[src/rtl/fwa_pkg.sv]
// Package for the writer arbiter: sizes, command codes and the structs that
// pass between the input stage, the queue and the output stage.
// Has no dependencies.
`default_nettype none

package fwa_pkg;

    localparam int WRITER_COUNT = 16;
    localparam int ID_W = 4;
    localparam int PTR_W = (WRITER_COUNT > 1) ? $clog2(WRITER_COUNT) : 1;
    localparam int CNT_W = $clog2(WRITER_COUNT + 1);

    localparam logic [1:0] CMD_REQUEST = 2'd0;
    localparam logic [1:0] CMD_RELEASE = 2'd1;
    localparam logic [1:0] CMD_QUERY = 2'd2;

    typedef struct packed {
        logic [ID_W-1:0] writer_id;
        logic [1:0]      command;
    } item_t;

    typedef struct packed {
        logic empty_release;
        logic present;
        logic granted;
    } result_t;

    typedef struct packed {
        logic [CNT_W-1:0]        entry_count;
        logic [WRITER_COUNT-1:0] waiting_bitmap;
    } queue_status_t;

endpackage

`default_nettype wire

[src/rtl/fwa_in_reg.sv]
// Input register stage of the writer arbiter: captures one request and holds
// it until the queue logic consumes it. Depends on fwa_pkg.
`default_nettype none

module fwa_in_reg
(
    input  wire logic          clk,
    input  wire logic          rst_n,
    input  wire logic          in_valid,
    output logic               in_ready,
    input  wire fwa_pkg::item_t in_item,
    input  wire logic          advance,
    output logic               item_valid,
    output fwa_pkg::item_t     item
);

    logic           valid_reg;
    logic           valid_next;
    fwa_pkg::item_t item_reg;

    assign in_ready = !valid_reg || advance;
    assign valid_next = in_ready ? in_valid : valid_reg;

    always_ff @(posedge clk or negedge rst_n)
    begin
        if (!rst_n)
        begin
            valid_reg <= 1'b0;
        end
        else
        begin
            valid_reg <= valid_next;
        end
    end

    always_ff @(posedge clk)
    begin
        if (in_ready && in_valid)
        begin
            item_reg <= in_item;
        end
    end

    assign item_valid = valid_reg;
    assign item = item_reg;

endmodule

`default_nettype wire

[src/rtl/fwa_queue.sv]
// Arrival-order queue of writer ids with a presence bitmap, and the decision
// logic for request, release and query. Depends on fwa_pkg.
`default_nettype none

module fwa_queue
(
    input  wire logic           clk,
    input  wire logic           rst_n,
    input  wire logic           bypass,
    input  wire logic           fire,
    input  wire fwa_pkg::item_t item,
    output fwa_pkg::result_t    result,
    output fwa_pkg::queue_status_t status
);

    logic [fwa_pkg::ID_W-1:0]         store_reg [fwa_pkg::WRITER_COUNT];
    logic [fwa_pkg::PTR_W-1:0]        head_reg;
    logic [fwa_pkg::PTR_W-1:0]        head_next;
    logic [fwa_pkg::CNT_W-1:0]        count_reg;
    logic [fwa_pkg::CNT_W-1:0]        count_next;
    logic [fwa_pkg::WRITER_COUNT-1:0] bitmap_reg;
    logic [fwa_pkg::WRITER_COUNT-1:0] bitmap_next;

    logic                             valid_id;
    logic [fwa_pkg::WRITER_COUNT-1:0] id_mask;
    logic [fwa_pkg::WRITER_COUNT-1:0] head_mask;
    logic [fwa_pkg::ID_W-1:0]         head_entry;
    logic                             is_waiting;
    logic                             enqueue;
    logic                             dequeue;
    logic [fwa_pkg::CNT_W:0]          tail_sum;
    logic [fwa_pkg::PTR_W-1:0]        tail;

    assign head_entry = store_reg[head_reg];

    always_comb
    begin
        valid_id = (int'(item.writer_id) < fwa_pkg::WRITER_COUNT);
        id_mask = fwa_pkg::WRITER_COUNT'(1) << item.writer_id;
        head_mask = fwa_pkg::WRITER_COUNT'(1) << head_entry;
        is_waiting = valid_id && ((bitmap_reg & id_mask) != '0);
        enqueue = 1'b0;
        dequeue = 1'b0;
        result = '0;

        tail_sum = (fwa_pkg::CNT_W + 1)'(head_reg) + (fwa_pkg::CNT_W + 1)'(count_reg);
        if (tail_sum >= (fwa_pkg::CNT_W + 1)'(fwa_pkg::WRITER_COUNT))
        begin
            tail = fwa_pkg::PTR_W'(tail_sum - (fwa_pkg::CNT_W + 1)'(fwa_pkg::WRITER_COUNT));
        end
        else
        begin
            tail = fwa_pkg::PTR_W'(tail_sum);
        end

        case (item.command)
            fwa_pkg::CMD_REQUEST:
            begin
                if (bypass)
                begin
                    result.granted = 1'b1;
                end
                else if (valid_id)
                begin
                    enqueue = !is_waiting
                              && (count_reg < fwa_pkg::CNT_W'(fwa_pkg::WRITER_COUNT));
                    if (count_reg == '0)
                    begin
                        result.granted = enqueue;
                    end
                    else
                    begin
                        result.granted = (head_entry == item.writer_id);
                    end
                end
            end
            fwa_pkg::CMD_RELEASE:
            begin
                if (!bypass)
                begin
                    if (count_reg == '0)
                    begin
                        result.empty_release = 1'b1;
                    end
                    else
                    begin
                        dequeue = 1'b1;
                    end
                end
            end
            fwa_pkg::CMD_QUERY:
            begin
                result.present = !bypass && is_waiting;
            end
            default:
            begin
                result = '0;
            end
        endcase

        head_next = head_reg;
        count_next = count_reg;
        bitmap_next = bitmap_reg;
        if (fire && enqueue)
        begin
            count_next = count_reg + fwa_pkg::CNT_W'(1);
            bitmap_next = bitmap_reg | id_mask;
        end
        if (fire && dequeue)
        begin
            count_next = count_reg - fwa_pkg::CNT_W'(1);
            bitmap_next = bitmap_reg & ~head_mask;
            if (head_reg == fwa_pkg::PTR_W'(fwa_pkg::WRITER_COUNT - 1))
            begin
                head_next = '0;
            end
            else
            begin
                head_next = head_reg + fwa_pkg::PTR_W'(1);
            end
        end
    end

    always_ff @(posedge clk or negedge rst_n)
    begin
        if (!rst_n)
        begin
            head_reg <= '0;
            count_reg <= '0;
            bitmap_reg <= '0;
        end
        else
        begin
            head_reg <= head_next;
            count_reg <= count_next;
            bitmap_reg <= bitmap_next;
        end
    end

    always_ff @(posedge clk)
    begin
        if (fire && enqueue)
        begin
            store_reg[tail] <= item.writer_id;
        end
    end

    assign status.entry_count = count_reg;
    assign status.waiting_bitmap = bitmap_reg;

endmodule

`default_nettype wire

[src/rtl/fwa_out_reg.sv]
// Result register of the writer arbiter: holds one response until the
// downstream side takes it. Depends on fwa_pkg.
`default_nettype none

module fwa_out_reg
(
    input  wire logic             clk,
    input  wire logic             rst_n,
    input  wire logic             load,
    input  wire fwa_pkg::result_t load_result,
    input  wire logic             out_ready,
    output logic                  out_valid,
    output fwa_pkg::result_t      out_result,
    output logic                  advance
);

    logic             valid_reg;
    logic             valid_next;
    fwa_pkg::result_t result_reg;

    assign advance = !valid_reg || out_ready;
    assign valid_next = advance ? load : valid_reg;

    always_ff @(posedge clk or negedge rst_n)
    begin
        if (!rst_n)
        begin
            valid_reg <= 1'b0;
        end
        else
        begin
            valid_reg <= valid_next;
        end
    end

    always_ff @(posedge clk)
    begin
        if (advance && load)
        begin
            result_reg <= load_result;
        end
    end

    assign out_valid = valid_reg;
    assign out_result = result_reg;

endmodule

`default_nettype wire

[src/rtl/fifo_writer_arbiter_top.sv]
// Writer arbiter top level: an accepted request is held in the input register,
// and its response in the result register, before it appears on the output.
// Throughput is one request per cycle while the output is not back-pressured,
// set by the single queue update per cycle. Reset clears the queue head pointer,
// count, bitmap and bypass flag at once; the order store is not cleared.
// Depends on fwa_pkg, fwa_in_reg, fwa_queue and fwa_out_reg.
`default_nettype none

module fifo_writer_arbiter_top
(
    input  wire logic       clk,
    input  wire logic       rst_n,
    input  wire logic       cfg_wr_en,
    input  wire logic       cfg_wr_data,
    input  wire logic       s_axis_tvalid,
    output logic            s_axis_tready,
    input  wire logic [7:0] s_axis_tdata,   // command[1:0], writer_id[5:2], zero
    output logic            m_axis_tvalid,
    input  wire logic       m_axis_tready,
    output logic [7:0]      m_axis_tdata    // granted[0], present[1], empty_release[2], zero
);

    logic                   bypass_reg;
    logic                   advance;
    logic                   item_valid;
    fwa_pkg::item_t         in_item;
    fwa_pkg::item_t         item;
    fwa_pkg::result_t       result;
    fwa_pkg::result_t       out_result;
    fwa_pkg::queue_status_t status;

    always_ff @(posedge clk or negedge rst_n)
    begin
        if (!rst_n)
        begin
            bypass_reg <= 1'b0;
        end
        else if (cfg_wr_en)
        begin
            bypass_reg <= cfg_wr_data;
        end
    end

    assign in_item.command = s_axis_tdata[1:0];
    assign in_item.writer_id = s_axis_tdata[5:2];

    fwa_in_reg u_in_reg
    (
        .clk        (clk),
        .rst_n      (rst_n),
        .in_valid   (s_axis_tvalid),
        .in_ready   (s_axis_tready),
        .in_item    (in_item),
        .advance    (advance),
        .item_valid (item_valid),
        .item       (item)
    );

    fwa_queue u_queue
    (
        .clk    (clk),
        .rst_n  (rst_n),
        .bypass (bypass_reg),
        .fire   (item_valid && advance),
        .item   (item),
        .result (result),
        .status (status)
    );

    fwa_out_reg u_out_reg
    (
        .clk         (clk),
        .rst_n       (rst_n),
        .load        (item_valid),
        .load_result (result),
        .out_ready   (m_axis_tready),
        .out_valid   (m_axis_tvalid),
        .out_result  (out_result),
        .advance     (advance)
    );

    assign m_axis_tdata = {5'b0, out_result.empty_release, out_result.present,
                           out_result.granted};

    // The bitmap holds exactly one bit per queued writer.
    assert property (@(posedge clk) disable iff (!rst_n)
        $countones(status.waiting_bitmap) == int'(status.entry_count))
    else $error("waiting bitmap disagrees with entry count");

    assert property (@(posedge clk) disable iff (!rst_n)
        int'(status.entry_count) <= fwa_pkg::WRITER_COUNT)
    else $error("entry count exceeds writer count");

    // A response can only appear after a request sat in the input register.
    assert property (@(posedge clk) disable iff (!rst_n)
        $rose(m_axis_tvalid) |-> $past(item_valid))
    else $error("response without a pending request");

endmodule

`default_nettype wire

[config.mk]
export PLATFORM = sky130hd
export DESIGN_NAME = fifo_writer_arbiter_top
export DESIGN_NICKNAME = d
export VERILOG_FILES = /design/src/rtl/fwa_pkg.sv /design/src/rtl/fwa_in_reg.sv /design/src/rtl/fwa_queue.sv /design/src/rtl/fwa_out_reg.sv /design/src/rtl/fifo_writer_arbiter_top.sv
export SDC_FILE = /design/constraint.sdc
export NUM_CORES = 1
export LEC_CHECK = 0
export ABC_AREA = 1
export BUFFER_PORTS_ARGS = -buffer_cell sky130_fd_sc_hd__buf_4
export CORE_MARGIN = 4
export CORE_UTILIZATION = 40
export DETAILED_ROUTE_END_ITERATION = 8
export SETUP_SLACK_MARGIN = 0.05
export SYNTH_ARGS = -nofsm -noshare
export SYNTH_HDL_FRONTEND = slang
export SYNTH_HIERARCHICAL = 1
export SYNTH_SLANG_ARGS = --single-unit
export TNS_END_PERCENT = 20
[constraint.sdc]
create_clock -name clk -period 3.65 [get_ports clk]
set_clock_uncertainty 0.05 [all_clocks]
set_input_delay 0.1825 -clock clk [delete_from_list [all_inputs] [get_ports clk]]
set_output_delay 0.1825 -clock clk [all_outputs]
set_load 0.03 [all_outputs]
# ---- After elaboration in Yosys (flattened, before gate mapping)
# Memories as Yosys holds them, arrays and structs flattened.
# Index checks and enable logic that the tools add are counted.
dict set report op_classes {
  n_eq_ne 4
  bitwise_logic 5
  add_sub_neg 5
  order_cmp 2
  mux 16
  n_reduce_logical 17
  n_shift 2
}
# op count
set op_table {}
lappend op_table {{AND 16 bit} 2}
lappend op_table {{2-to-1 mux 16 bit} 2}
lappend op_table {{left shift 1 x 4 -> 16 bit (first input constant)} 2}
lappend op_table {{inverter 16 bit} 1}
lappend op_table {{bitwise OR 16 bit} 1}
lappend op_table {{nonzero test 16 bit} 1}
lappend op_table {{2-to-1 mux 1 bit} 10}
lappend op_table {{2-to-1 mux 5 bit} 2}
lappend op_table {{2-to-1 mux 4 bit} 2}
lappend op_table {{adder 4 x 5 -> 6 bit} 1}
lappend op_table {{greater-or-equal comparator 6 x 5 -> 1 bit (second input constant)} 1}
lappend op_table {{logical AND 1 bit} 6}
lappend op_table {{adder 5 x 1 -> 5 bit (second input constant)} 1}
lappend op_table {{zero test 5 bit} 1}
lappend op_table {{less-than comparator 5 bit (second input constant)} 1}
lappend op_table {{subtractor 5 x 1 -> 5 bit (second input constant)} 1}
lappend op_table {{adder 4 x 1 -> 4 bit (second input constant)} 1}
lappend op_table {{== test 4 bit} 1}
lappend op_table {{== test 4 bit (second input constant)} 1}
lappend op_table {{zero test 1 bit} 4}
lappend op_table {{subtractor 4 x 1 -> 4 bit (second input constant)} 1}
lappend op_table {{== test 2 x 1 -> 1 bit (second input constant)} 1}
lappend op_table {{== test 2 bit (second input constant)} 1}
lappend op_table {{zero test 2 bit} 1}
lappend op_table {{other kinds (4)} 5}
dict set report totals {
  register_bits 37
  mem_count 1
  ram_bits 64
  out_inout_bits 10
}
# name depth width read_ports rd_ports_with_merged_regs wr line
set memory_table {}
lappend memory_table {u_queue.store_reg 16 4 1 0 1 fwa_queue.sv:16} ;# logic [fwa_pkg::ID_W-1:0] store_reg [fwa_pkg::WRITER_COUNT];

# ---- Depth between registers and ports, before layout
dict set report depth {
  depth_word 10
  depth_mapped 15
  mapped_depth_nobuf 14
}

# ---- Hierarchy
# Netlist, hierarchy kept.
# module area_per_inst_um2 cells_per_inst instances seq_area_each_um2
set by_module_without_submodules {}
lappend by_module_without_submodules {fwa_queue 4844.6 545 1 2547.4}
lappend by_module_without_submodules {fwa_in_reg 225.2 12 1 205.2}
lappend by_module_without_submodules {fwa_out_reg 135.1 9 1 115.1}
lappend by_module_without_submodules {fifo_writer_arbiter_top 88.8 13 1 25.0}

# ---- Worst setup path before layout
# Ideal clock, no wire load.
dict set report synth_path {
  path_type {register to register}
  startpoint {register u_out_reg.valid_reg, in the netlist u_out_reg/out_valid}
  endpoint {register u_queue/count_reg[4] in the netlist's numbering}
  t_arrival_ps 2128
  n_path_buf 0
  slack_ps 1347
  path_stages_with_launch 14
  t_required_ps 3476
  cell_sequence {dfrtp_1 > nand2_1 > nand2_1 > inv_1 > inv_1 > nor4_2 > nand2_2 > inv_1 > ha_1 > a21oi_1 > o21ai_0 > xnor2_1 > nand2_1 > o21ai_1}
}
dict set report synth_between {
  elab_chain_len 5
  word_cells_on_any_way 7
  classes_between {1 x mux; 6 x reduce/logical}
}
# item line
set synth_lines {}
lappend synth_lines {{start, declared} fwa_out_reg.sv:17} ;# logic valid_reg;
lappend synth_lines {{start signal, assigned} fwa_out_reg.sv:32} ;# valid_reg <= valid_next;
lappend synth_lines {{zero test 1 bit (*)} fwa_out_reg.sv:21} ;# assign advance = !valid_reg || out_ready;
lappend synth_lines {{logical OR 1 bit (*)} fwa_out_reg.sv:21}
lappend synth_lines {{via advance} fifo_writer_arbiter_top.sv:24} ;# logic advance;
lappend synth_lines {{logical AND 1 bit (*)} fifo_writer_arbiter_top.sv:64} ;# .fire (item_valid && advance),
lappend synth_lines {{logical AND 1 bit, on equally long branches} {fwa_queue.sv:109, fwa_queue.sv:104}}
lappend synth_lines {{2-to-1 mux 5 bit / nonzero test 2 bit (equally long branches)} -}
lappend synth_lines {{end signal, assigned} fwa_queue.sv:135} ;# count_reg <= count_next;
lappend synth_lines {{end, declared} fwa_queue.sv:19} ;# logic [fwa_pkg::CNT_W-1:0] count_reg;
# Mark *: on every way through the listed nets, which the timed path passes. The rest lies on a longest branch.
# A chain may end at the register's enable or synchronous reset.

# ---- Worst setup path after layout
dict set report layout_path {
  startpoint {register u_in_reg.item_reg, in the netlist u_in_reg/item[2]}
  endpoint {memory u_queue/store_reg[9][0] in the netlist's numbering (enable)}
}
dict set report layout_between {
  elab_chain_len 10
}
# item line
set layout_lines {}
lappend layout_lines {{start, declared} fwa_in_reg.sv:19} ;# fwa_pkg::item_t item_reg;
lappend layout_lines {{start signal, assigned} fwa_in_reg.sv:40} ;# item_reg <= in_item;
lappend layout_lines {{left shift 1 x 4 -> 16 bit} fwa_queue.sv:39} ;# id_mask = fwa_pkg::WRITER_COUNT'(1) << item.writer_id;
lappend layout_lines {{AND 16 bit} fwa_queue.sv:41} ;# is_waiting = valid_id && ((bitmap_reg & id_mask) != '0);
lappend layout_lines {{nonzero test 16 bit} fwa_queue.sv:41}
lappend layout_lines {{zero test 1 bit} fwa_queue.sv:65} ;# enqueue = !is_waiting
lappend layout_lines {{logical AND 1 bit} fwa_queue.sv:66} ;# && (count_reg < fwa_pkg::CNT_W'(fwa_pkg::WRITER_COUNT));
lappend layout_lines {{2-to-1 mux 1 bit} fwa_queue.sv:59} ;# if (bypass)
lappend layout_lines {{2-to-1 mux 1 bit} fwa_queue.sv:56} ;# case (item.command)
lappend layout_lines {{logical AND 1 bit} fwa_queue.sv:142} ;# if (fire && enqueue)
lappend layout_lines {{2-to-1 mux 1 bit} fwa_queue.sv:142}
lappend layout_lines {{2-to-1 mux 1 bit (not written as such)} fwa_queue.sv:144} ;# store_reg[tail] <= item.writer_id;
lappend layout_lines {{end, declared} fwa_queue.sv:16}
# Every way passes these cells.

==> impl.org <==
** Outcome
- Outcome :: completed

** Placed design
- Input and output buffers added on the ports amount to 16.
- The number of placed instances, taps included, is 755.
- Routability congestion estimate from global placement :: approximately 0.87
- Once detailed placement completed, the half-perimeter wirelength came to 7790 µm.
- After detailed placement, the total cell area comes to 5500 µm².

** Setup path
- Req. time, crit path :: 3600 ps
- STA classifies the critical path endpoint as a register.
- The critical path goes through inv_4, nand3_2, nor2_1, nand2_1, nand2_1, nor2_1, nand2_2, nor2_4, nand3_4, nor2_2, nand2_1, nor2_1.
- Together, buffers and inverters on the worst path number 1.
- The largest individual stage delay along the critical path comes from the cell edfxtp_1.
- The worst setup path is of the reg2reg kind.
- At the worst endpoint, the arrival time is 2840 ps.
- The kind of cell with the highest combined delay along the critical path is simple AND/OR/NAND/NOR gates.
- For this run, the slowest stage of the critical path takes 870 ps.
- STA classifies the critical path startpoint as a register.
- CP max FO :: 16

** Floorplanning
- The die covers 15100 µm².
- Boundary pin count :: 24
- After floorplanning, the core was sized to cover between 10000 and 15000 µm².
- The die is 123 µm tall.
- Initial core utilization :: 41.4%
- Row Count :: just over 40
- X dimension of the die :: 123 µm

** STA
- Final number of hold-violating endpoints :: 0
- The worst path uses 79.4% of the clock period.
- Unrepaired setup endpoints after global routing :: false
- Pin slew with the least headroom to its limit :: around 800 ps
- Setup TNS Final :: 0 ps
- Endpoints failing setup :: 0
- Final min period :: 2900 ps
- Highest clock rate :: 0.345 GHz
- The max-slew violation count came to 0.
- Final hold analysis gives a worst-case slack of about 19 ps.
- In this run the tightest slew margin relative to its limit is 46.0%.

** Power
- Leakage power :: 0.00256 µW
- Cell Int Power :: 2300 µW
- Of the total power, the share spent switching nets is 41.5%.
- Share of power burned in registers :: 38.4%
- Net switching power :: 1630 µW
- For this design the ratio of total power to cell area is about 670 nW/µm².
- Across the VDD grid, the largest voltage drop is roughly 0.22 mV.
- Clk network pwr share :: 22.0%
- Per report_power, the combinational group accounts for 39.5% of the total.

** Run
- Max-cap violations in this run came to 0.

** Clocking
- Clock Pin Slew Worst Setup and Hold Paths :: 70 ps
- TritonCTS built the clock tree.
- Post-CTS repair changed the size of 0 cells.
- CTS Buffer Depth :: 2
- Number of sinks handled by clock tree synthesis :: 101
- CTS built an H-tree with a depth of 3.
- The number of clock buffers added by TritonCTS is 9.
- Later-pin clock latency in the skew report :: 340 ps
- Clock tree root driver cell :: clkbuf_16

** Synthesis
- Synthesized instance count :: 579
- The average instance in the mapped netlist occupies slightly above 9 µm².
- Share of the yosys chip area belonging to registers :: 54.6%
- Counting distinct cell types in the post-synthesis netlist gives 43.
- Yosys printed 6 warnings.
- In this run, synthesis produced a sequential element count of 101.
- Cell Area, Synth :: ~5300 µm²

** GRT
- Overflow left after global routing :: 0
- Across every metal layer, demand over resource in global routing totals 16.2%.
- Vias in the first global route :: 3694
- Number of antenna violations at the first check in global routing :: 0
- Maximum number of pins on one net before global-route repair :: 33
- Wire length of the first global-routing pass :: 18700 µm

** Route
- For this block, wires on met1 add up to 5210 µm.
- Routed wire per std cell :: 14.5 µm
- In the routed design, unresolved DRC markers number 0.
- Remaining antenna violation count after routing :: 0
- The first detailed-routing pass ran for 5 iterations.
- Detailed routing inserted a total of 3857 vias.
- The highest layer touched by signal routing is met4.
- Met3 wire length :: just over 500 µm
- The first routing iteration left 276 violations.
- Via count normalized by instance count :: between 4 and 5
- Total wire length after detailed routing :: between 10000 and 15000 µm
- Detail Route met2 WL :: between 5000 and 6000 µm

** Final layout
- Post-route standard cell area excluding fillers :: 5860 µm²
- Leaving out fill and tap cells, the most frequent cell in the layout is nand2_1.
- The number of antenna diodes in the final layout is 0.
- Final cell count without fillers :: 781
- The final layout contains 627 nets.
- The filler cells instantiated in the layout total 1234.
- Highest-count cells in the layout ignoring fill and taps :: 165 x nand2_1, 73 x edfxtp_1, 66 x inv_1, 65 x nand3_1, 54 x nor2_1
- In the final layout, the share of cells above drive strength 1 is about an eighth.
- Max FFs per register :: 64
- Area of the multi-input gates :: 1910 µm²
- From synthesis to final layout, the design area changed by 10.8%.
- Area of all sequential standard cells :: 2890 µm²

** Hold path
- The worst hold path belongs to the class in2reg.
-- routing by layer --
| metal | vias up | global-route usage (%) |
|---|---|---|
| met5 | - | 0 |
| met3 | 22 | 3.29 |
| met4 | 0 | 7.34 |
| met1 | 1816 | 21.6 |
| met2 | 96 | 25.6 |
| li1 | 1923 | - |
-- cells in the mapped netlist, drive strengths merged --
master / n / area, µm²
a21o: 1 / 7.51
a21oi: 12 / 60.1
buf: 23 / 209
clkbuf: 2 / 7.51
clkinv: 1 / 3.75
conb: 1 / 3.75
dfrtp: 28 / 701
edfxtp: 73 / 2190
fa: 2 / 40.0
ha: 7 / 87.6
inv: 74 / 288
nand2: 176 / 693
nand3: 72 / 403
nand4: 8 / 50.1
nor2: 60 / 245
nor3: 3 / 26.3
nor4: 5 / 52.6
o211ai: 7 / 52.6
o21a: 2 / 15.0
o21ai: 9 / 45.0
o21bai: 1 / 7.51
o31ai: 1 / 7.51
or2: 3 / 18.8
xnor2: 4 / 35.0
xor2: 4 / 42.6
-- kinds of logic after synthesis --
kind of cell,after synthesis,share of synthesized area (%)
XOR/XNOR,8,1.47
other,1,0.0708
adder cells (fa/ha/maj),9,2.41
flip-flops,101,54.6
AO/OA/AOI/OAI,33,3.69
AND/OR/NAND/NOR,327,28.1
buffers and inverters,100,9.60
-- layout make-up --
class / count / share of cell area, %
clock inverters: 5 / 0.619
well taps: 172 / 3.67
flip-flops and latches: 101 / 49.3
repair buffers: 35 / 4.91
multi-input cells: 382 / 32.5
clock buffers: 11 / 3.97
inverters: 75 / 4.97
-- stage by stage --
stage	utilization [%]	setup slack, ps	power, µW
2_1_floorplan	-	1350	2730
3_3_place_gp	43.0	821	3030
3_5_place_dp	43.0	743	3060
4_1_cts	45.9	733	3940
5_1_grt	45.9	583	4230
6_report	45.9	754	3930
-- power groups by stage --
| stage | registers, µW | logic [µW] | clock network (µW) |
|---|---|---|---|
| after floorplan | 1470 | 1260 | 0 |
| after detailed placement | 1530 | 1530 | 0 |
| final | 1510 | 1550 | 865 |
| after CTS | 1510 | 1540 | 889 |
| after global placement | 1530 | 1510 | 0 |
| after global routing | 1530 | 1760 | 941 |
-- final timing paths --
check	from	endpoint	slack [ps]	cells past startpoint
max reg2reg	u_in_reg/item[2]	u_queue/store_reg[9][0]	750	12
min	cfg_wr_en	bypass_reg	20	4
min reg2reg	u_queue/bitmap_reg[10]	u_queue/bitmap_reg[10]	450	2
min in group asynchronous	rst_n	u_queue/bitmap_reg[6]	260	2
max in group asynchronous	rst_n	u_queue/count_reg[3]	3010	2
max	u_in_reg/item[2]	u_queue/store_reg[9][0]	750	12
-- tightest hold or removal path: cells and delay by family --
kind	cells	cell delay [ps]
simple gates	2	80
buf+inv	2	110
-- timing repair --
| item | in CTS | in global routing |
|---|---|---|
| endpoints found under the hold margin | 36 | 0 |
| buffers inserted | 0 | 0 |
| hold buffers | 10 | 0 |
No activity file was read; power rests on OpenSTA's default activity.
